[src/rtl/sorted_char_table_insert_delete_macros.svh]
// Assertion macros for the sorted character table.
// Included by the top level; no other dependencies.
`ifndef SORTED_CHAR_TABLE_INSERT_DELETE_MACROS_SVH
`define SORTED_CHAR_TABLE_INSERT_DELETE_MACROS_SVH

// Check a same-cycle implication.
`define SCTID_ASSERT_NOW(label, clk, rstn, ante, cons) \
    label: assert property (@(posedge clk) disable iff (!rstn) (ante) |-> (cons)) \
        else $error("sctid check failed");

// Check an implication in the next cycle.
`define SCTID_ASSERT_NEXT(label, clk, rstn, ante, cons) \
    label: assert property (@(posedge clk) disable iff (!rstn) (ante) |=> (cons)) \
        else $error("sctid check failed");

`endif

[src/rtl/sctid_pkg.sv]
// Types and constants shared by the sorted character table modules.
// No dependencies.
package sctid_pkg;

    localparam int VALUE_W       = 8;
    localparam int POS_W         = 5;
    localparam int ENTRY_COUNT_W = 6;

    localparam logic ACT_INSERT = 1'b0;
    localparam logic ACT_DELETE = 1'b1;

    typedef enum logic [1:0] {
        ST_INSERTED  = 2'd0,
        ST_DELETED   = 2'd1,
        ST_NOT_FOUND = 2'd2,
        ST_FULL      = 2'd3
    } status_t;

    typedef enum logic [1:0] {
        S_IDLE,
        S_INS,
        S_DEL,
        S_FIN
    } state_t;

    typedef struct packed {
        logic                      action;
        logic signed [VALUE_W-1:0] value;
    } in_word_t;

    typedef struct packed {
        status_t                  status;
        logic [POS_W-1:0]         position;
        logic [ENTRY_COUNT_W-1:0] entry_count;
    } out_word_t;

    typedef struct packed {
        logic lt;
        logic eq;
    } cmp_res_t;

endpackage

[src/rtl/sorted_char_table_insert_delete.sv]
// Sorted signed character table with insert and delete, duplicates allowed.
// An insert walks the entries above its position, a delete walks every entry, and a full
// insert does no walk; the memory walk moves one entry per cycle.
// One item is in work at a time; the next is taken the cycle after the result is loaded
// into the output register.
// Reset (aresetn, synchronous, active low) empties the table; no clearing pass.
module sorted_char_table_insert_delete #(
    parameter int CAPACITY = 32
) (
    input  logic                  aclk,
    input  logic                  aresetn,
    input  logic                  s_valid,
    output logic                  s_ready,
    input  sctid_pkg::in_word_t   s_data,
    output logic                  m_valid,
    input  logic                  m_ready,
    output sctid_pkg::out_word_t  m_data
);
    import sctid_pkg::*;
    `include "sorted_char_table_insert_delete_macros.svh"

    localparam int IDX_W = $clog2(CAPACITY);
    localparam int CNT_W = $clog2(CAPACITY + 1);

    state_t                    state_reg, state_next;
    logic [CNT_W-1:0]          count_reg, count_next;
    logic [CNT_W-1:0]          cursor_reg, cursor_next;
    logic [CNT_W-1:0]          count_new;
    logic [IDX_W-1:0]          pos_reg, pos_next;
    logic                      found_reg, found_next;
    status_t                   status_reg, status_next;
    logic signed [VALUE_W-1:0] val_reg, val_next;
    logic                      m_valid_reg, m_valid_next;
    out_word_t                 m_data_reg, m_data_next;

    logic                      wr_en;
    logic [IDX_W-1:0]          wr_addr;
    logic signed [VALUE_W-1:0] wr_data;
    logic [IDX_W-1:0]          rd_addr;
    logic signed [VALUE_W-1:0] rd_data;
    cmp_res_t                  cmp;

    sctid_mem #(
        .DEPTH  (CAPACITY),
        .ADDR_W (IDX_W)
    ) u_mem (
        .aclk    (aclk),
        .wr_en   (wr_en),
        .wr_addr (wr_addr),
        .wr_data (wr_data),
        .rd_addr (rd_addr),
        .rd_data (rd_data)
    );

    sctid_cmp u_cmp (
        .a   (rd_data),
        .b   (val_reg),
        .res (cmp)
    );

    always_ff @(posedge aclk) begin
        if (!aresetn) begin
            state_reg   <= S_IDLE;
            count_reg   <= '0;
            m_valid_reg <= 1'b0;
        end else begin
            state_reg   <= state_next;
            count_reg   <= count_next;
            m_valid_reg <= m_valid_next;
        end
        cursor_reg <= cursor_next;
        pos_reg    <= pos_next;
        found_reg  <= found_next;
        status_reg <= status_next;
        val_reg    <= val_next;
        m_data_reg <= m_data_next;
    end

    always_comb begin
        state_next   = state_reg;
        count_next   = count_reg;
        cursor_next  = cursor_reg;
        pos_next     = pos_reg;
        found_next   = found_reg;
        status_next  = status_reg;
        val_next     = val_reg;
        m_valid_next = m_valid_reg && !m_ready;
        m_data_next  = m_data_reg;
        wr_en        = 1'b0;
        wr_addr      = IDX_W'(cursor_reg);
        wr_data      = val_reg;
        count_new    = count_reg;

        case (state_reg)
            S_IDLE: begin
                if (s_valid) begin
                    val_next   = s_data.value;
                    found_next = 1'b0;
                    pos_next   = '0;
                    if (s_data.action == ACT_DELETE) begin
                        cursor_next = '0;
                        state_next  = S_DEL;
                    end else if (count_reg == CNT_W'(CAPACITY)) begin
                        status_next = ST_FULL;
                        state_next  = S_FIN;
                    end else begin
                        cursor_next = count_reg;
                        state_next  = S_INS;
                    end
                end
            end
            S_INS: begin
                wr_en = 1'b1;
                if (cursor_reg == '0) begin
                    wr_addr     = '0;
                    pos_next    = '0;
                    status_next = ST_INSERTED;
                    state_next  = S_FIN;
                end else if (!cmp.lt) begin
                    wr_data     = rd_data;
                    cursor_next = cursor_reg - 1'b1;
                end else begin
                    pos_next    = IDX_W'(cursor_reg);
                    status_next = ST_INSERTED;
                    state_next  = S_FIN;
                end
            end
            S_DEL: begin
                if (cursor_reg == count_reg) begin
                    status_next = found_reg ? ST_DELETED : ST_NOT_FOUND;
                    state_next  = S_FIN;
                end else begin
                    if (found_reg) begin
                        wr_en   = 1'b1;
                        wr_addr = IDX_W'(cursor_reg - 1'b1);
                        wr_data = rd_data;
                    end else if (cmp.eq) begin
                        found_next = 1'b1;
                        pos_next   = IDX_W'(cursor_reg);
                    end
                    cursor_next = cursor_reg + 1'b1;
                end
            end
            S_FIN: begin
                case (status_reg)
                    ST_INSERTED: count_new = count_reg + 1'b1;
                    ST_DELETED:  count_new = count_reg - 1'b1;
                    default:     count_new = count_reg;
                endcase
                if (!m_valid_reg || m_ready) begin
                    count_next              = count_new;
                    m_valid_next            = 1'b1;
                    m_data_next.status      = status_reg;
                    m_data_next.position    = POS_W'(pos_reg);
                    m_data_next.entry_count = ENTRY_COUNT_W'(count_new);
                    state_next              = S_IDLE;
                end
            end
            default: begin
                state_next = S_IDLE;
            end
        endcase

        if (state_next == S_INS) begin
            rd_addr = IDX_W'(cursor_next - 1'b1);
        end else begin
            rd_addr = IDX_W'(cursor_next);
        end
    end

    assign s_ready = (state_reg == S_IDLE);
    assign m_valid = m_valid_reg;
    assign m_data  = m_data_reg;

    `SCTID_ASSERT_NOW(a_count_bound, aclk, aresetn, 1'b1, count_reg <= CNT_W'(CAPACITY))
    `SCTID_ASSERT_NEXT(a_busy_after_accept, aclk, aresetn, s_valid && s_ready, !s_ready)
    `SCTID_ASSERT_NOW(a_full_pos_zero, aclk, aresetn, m_valid && m_data.status == ST_FULL, m_data.position == '0)
    `SCTID_ASSERT_NOW(a_insert_nonempty, aclk, aresetn, m_valid && m_data.status == ST_INSERTED, count_reg != '0)

endmodule

[src/rtl/sctid_mem.sv]
// Entry store: one write port, one read port with registered read data.
// Depends on sctid_pkg.
module sctid_mem #(
    parameter int DEPTH  = 32,
    parameter int ADDR_W = 5
) (
    input  logic                               aclk,
    input  logic                               wr_en,
    input  logic [ADDR_W-1:0]                  wr_addr,
    input  logic signed [sctid_pkg::VALUE_W-1:0] wr_data,
    input  logic [ADDR_W-1:0]                  rd_addr,
    output logic signed [sctid_pkg::VALUE_W-1:0] rd_data
);
    import sctid_pkg::*;

    logic signed [VALUE_W-1:0] mem [DEPTH];
    logic signed [VALUE_W-1:0] rd_data_reg;

    always_ff @(posedge aclk) begin
        if (wr_en) begin
            mem[wr_addr] <= wr_data;
        end
        rd_data_reg <= mem[rd_addr];
    end

    assign rd_data = rd_data_reg;

endmodule

[src/rtl/sctid_cmp.sv]
// Shared signed compare unit used by both the insert and delete walks.
// Depends on sctid_pkg.
module sctid_cmp (
    input  logic signed [sctid_pkg::VALUE_W-1:0] a,
    input  logic signed [sctid_pkg::VALUE_W-1:0] b,
    output sctid_pkg::cmp_res_t                  res
);
    import sctid_pkg::*;

    always_comb begin
        res.lt = (a < b);
        res.eq = (a == b);
    end

endmodule
[config.mk]
export PLATFORM = sky130hd
export DESIGN_NAME = sorted_char_table_insert_delete
export DESIGN_NICKNAME = d
export VERILOG_FILES = /design/src/rtl/sctid_pkg.sv /design/src/rtl/sorted_char_table_insert_delete.sv /design/src/rtl/sctid_mem.sv /design/src/rtl/sctid_cmp.sv
export VERILOG_INCLUDE_DIRS = /design/src /design/src/rtl
export SDC_FILE = /design/constraint.sdc
export NUM_CORES = 1
export LEC_CHECK = 0
export BUFFER_PORTS_ARGS = -buffer_cell sky130_fd_sc_hd__buf_2
export CAP_MARGIN = 25
export CORE_ASPECT_RATIO = 0.7
export CORE_MARGIN = 1.5
export CORE_UTILIZATION = 60
export DETAILED_ROUTE_END_ITERATION = 16
export PLACE_DENSITY = 0.8
export SLEW_MARGIN = 15
export SYNTH_ARGS = -nofsm -noshare
export SYNTH_HDL_FRONTEND = slang
export SYNTH_SLANG_ARGS = --single-unit
[constraint.sdc]
create_clock -name aclk -period 7.4 [get_ports aclk]
set_input_delay 0.74 -clock aclk [delete_from_list [all_inputs] [get_ports aclk]]
set_output_delay 0.74 -clock aclk [all_outputs]
set_load 0.01 [all_outputs]
==> flow_summary.yaml <==
synth:
  synthArstFlopShare: 0
  syn_area_per_cell_um2: 12.59
  syn_nets: 1118
  yosysWarnings: 0
  synth_cell_type_count: 77
  synth-seq-area-share: 0.6612
  syn_inst: 1085
  synth_area_mm2: 0.01366
  synthFlopType: "edfxtp_1"
  ys_seq_elements: 308
  synth-edff-count: 286
placement:
  place_hpwl_um: 21960
  dpl.cell_count: 1373
  place_congestion: 0.9668
  io_buffer_count: 27
drt:
  drc_errors: 0
  dr.pass1.iters: 7
  ant_nets: 0
  first_iter_violations: 1536
  via_per_inst: 6.411
  post_drt_wl_per_cell_um: 24.11
  routed_wirelength_um: 34290
  vias: 9117
sta:
  fmax_mhz: 228.0
  tns_ns: 0
  worst_pin_slew_ns: 1.086
  setup_viol: 0
  slew_headroom: 0.2762
  drv_slew: 0
  whs_ns: 0.3659
  rsz0062_at_grt: "no"
  hold_violations: 0
  skew_ns: 0.02414
  finalCriticalPeriod_ns: 4.387
  post-route-period-util: 0.5928
clock_network:
  root_buffer: "clkbuf_16"
  post_cts_buffers: 0
  clock_latency_ns: 0.55
  cts_tree: "done"
  hold_buffers: 0
  numCtsBuffers: 29
  cts_sinks: 308
  cts.path.max_buffers: 3
  clkTransAtPathRegs_ns: 0.07
  cts_htree_levels: 1
  cts_resized: 0
run:
  drv_cap: 0
floorplan:
  rows: 45
  fp.dieH_um: 129.2
  die-area_mm2: 0.02369
  core_mm2: 0.02201
  ios: 28
  floorplan.die.width_um: 183.3
  initial_core_util: 0.6203
global_routing:
  gr-usage-all-layers: 0.2949
  grt_overflow: 0
  antenna_found_initial: 0
  grt_max_degree: 129
  grt_pass1_wl_um: 51490
  grt_pass1_vias: 8602
setup_path:
  critPathRequiredTime_ns: 7.82
  critPathCaptureType: "register"
  arrival_ns: 4.81
  worst-path-max-fanout: 11
  crit_path_start_kind: "register"
  worstSetupPathType: "reg -> reg"
layout:
  final_cells: 1422
  num_antenna_cells: 0
  syn_to_final_growth_pct: 9.217
  largest_reg_flops: 256
  post-route-util: 0.6775
  n_fill_cell: 1554
  drive_above_1_share: 0.09937
  nets: 1132
status:
  outcome: "finished, final reports clean"
worst_hold_path:
  hp-class: "in -> reg"
-- final timing paths --
kind                                     from          endpoint  slack (ns)  cells past startpoint
worst max register to register  cursor_reg[0]  u_mem.rd_data[6]        3.01                     15
worst min register to register     pos_reg[2]         m_data[8]        0.42                      0
worst min-delay path                s_data[7]        val_reg[7]        0.37                      1
worst max-delay path            cursor_reg[0]  u_mem.rd_data[6]        3.01                     15
-- metrics by stage --
stage	setup WS, ns	cell area (um2)
finish	3.013	14910
global route	2.778	14910
CTS	3.074	14910
detailed placement	3.130	14040
global placement	3.272	14040
floorplan	3.940	13660
-- cell usage in the layout (no fill, tap or decap), types with 3 or more instances in the layout --
| cell type | instances |
|---|---|
| clkbuf_16 | 29 |
| nand2b_1 | 11 |
| nand2_1 | 232 |
| a32oi_1 | 36 |
| xor2_1 | 5 |
| and2_1 | 8 |
| buf_4 | 15 |
| a21oi_1 | 24 |
| or3_1 | 4 |
| inv_1 | 27 |
| nor3_1 | 7 |
| nor2b_1 | 4 |
| nand4b_1 | 32 |
| a21o_1 | 4 |
| nand3_1 | 72 |
| o21ai_0 | 20 |
| buf_2 | 27 |
| inv_2 | 4 |
| o211ai_1 | 3 |
| a22o_1 | 10 |
| edfxtp_1 | 286 |
| o32ai_4 | 4 |
| nor2_1 | 66 |
| clkbuf_1 | 10 |
| clkinv_2 | 4 |
| dfxtp_1 | 22 |
| xnor2_1 | 10 |
| o31ai_1 | 3 |
| mux2i_1 | 38 |
| o21a_1 | 5 |
| a22oi_1 | 4 |
| ha_1 | 19 |
| nand4_1 | 13 |
-- per-layer routing --
layer	part of all wire	routed length, um	global-route usage
met5	0	0	0
met4	0.020	679	0.07522
met3	0.13	4414	0.07813
met2	0.43	14650	0.4245
met1	0.42	14540	0.4491
-- cell usage after synthesis, types with 3 or more instances --
cell | n | area (um2)
nand2b_1 | 11 | 68.82
nand3_1 | 72 | 360.4
o21a_1 | 5 | 37.54
xor2_1 | 5 | 43.79
a21o_1 | 4 | 30.03
a32oi_1 | 36 | 315.3
or3_1 | 4 | 25.02
o211ai_1 | 3 | 22.52
ha_1 | 19 | 237.7
nand4b_1 | 32 | 280.3
mux2i_1 | 38 | 380.4
o31ai_1 | 3 | 22.52
a22oi_1 | 4 | 30.03
xnor2_1 | 10 | 87.58
nand4_1 | 13 | 81.33
o21ai_0 | 20 | 100.1
clkbuf_1 | 22 | 82.58
nor2_1 | 66 | 247.7
a22o_1 | 10 | 87.58
edfxtp_1 | 286 | 8588
inv_2 | 4 | 15.01
buf_6 | 4 | 45.04
dfxtp_1 | 22 | 440.4
and2_1 | 8 | 50.05
nor2b_1 | 4 | 25.02
nand2_1 | 232 | 870.8
inv_1 | 27 | 101.4
a21oi_1 | 24 | 120.1
buf_2 | 30 | 150.1
nor3_1 | 7 | 35.03
-- cell type report --
cell class | count | area, um2 | share of cell area
Clock buffer | 39 | 763.2 | 0.05117
Timing Repair Buffer | 43 | 267.8 | 0.01795
Sequential cell | 308 | 9029 | 0.6054
Inverter | 31 | 116.4 | 0.007802
Clock inverter | 10 | 107.6 | 0.007215
Multi-Input combinational cell | 686 | 4249 | 0.2849
Tap cell | 305 | 381.6 | 0.02559
-- worst max-delay path: stages (launching register included) --
cell	delay, ns
dfxtp_1	0.53
inv_1	0.18
ha_1	0.32
or3b_1	0.27
nor3_2	0.09
nor2b_1	0.17
o21ai_2	0.12
a2111o_1	0.48
a21oi_4	0.32
ha_1	0.43
nand2_1	0.17
nand2_1	0.10
a211oi_1	0.07
a21oi_1	0.61
nand4b_1	0.30
nand4_1	0.11
-- logic make-up after synthesis --
| kind of cell | synth area share |
|---|---|
| adder cells (fa/ha/maj) | 0.01888 |
| multiplexers | 0.03033 |
| flip-flops | 0.6612 |
| AO/OA/AOI/OAI | 0.08439 |
| XOR/XNOR | 0.01521 |
| AND/OR/NAND/NOR | 0.1594 |
| buffers and inverters | 0.03060 |
Power is left out: the tool's default activity adds up to more than one toggle a clock period on the data nets, which glitch-free logic cannot reach.
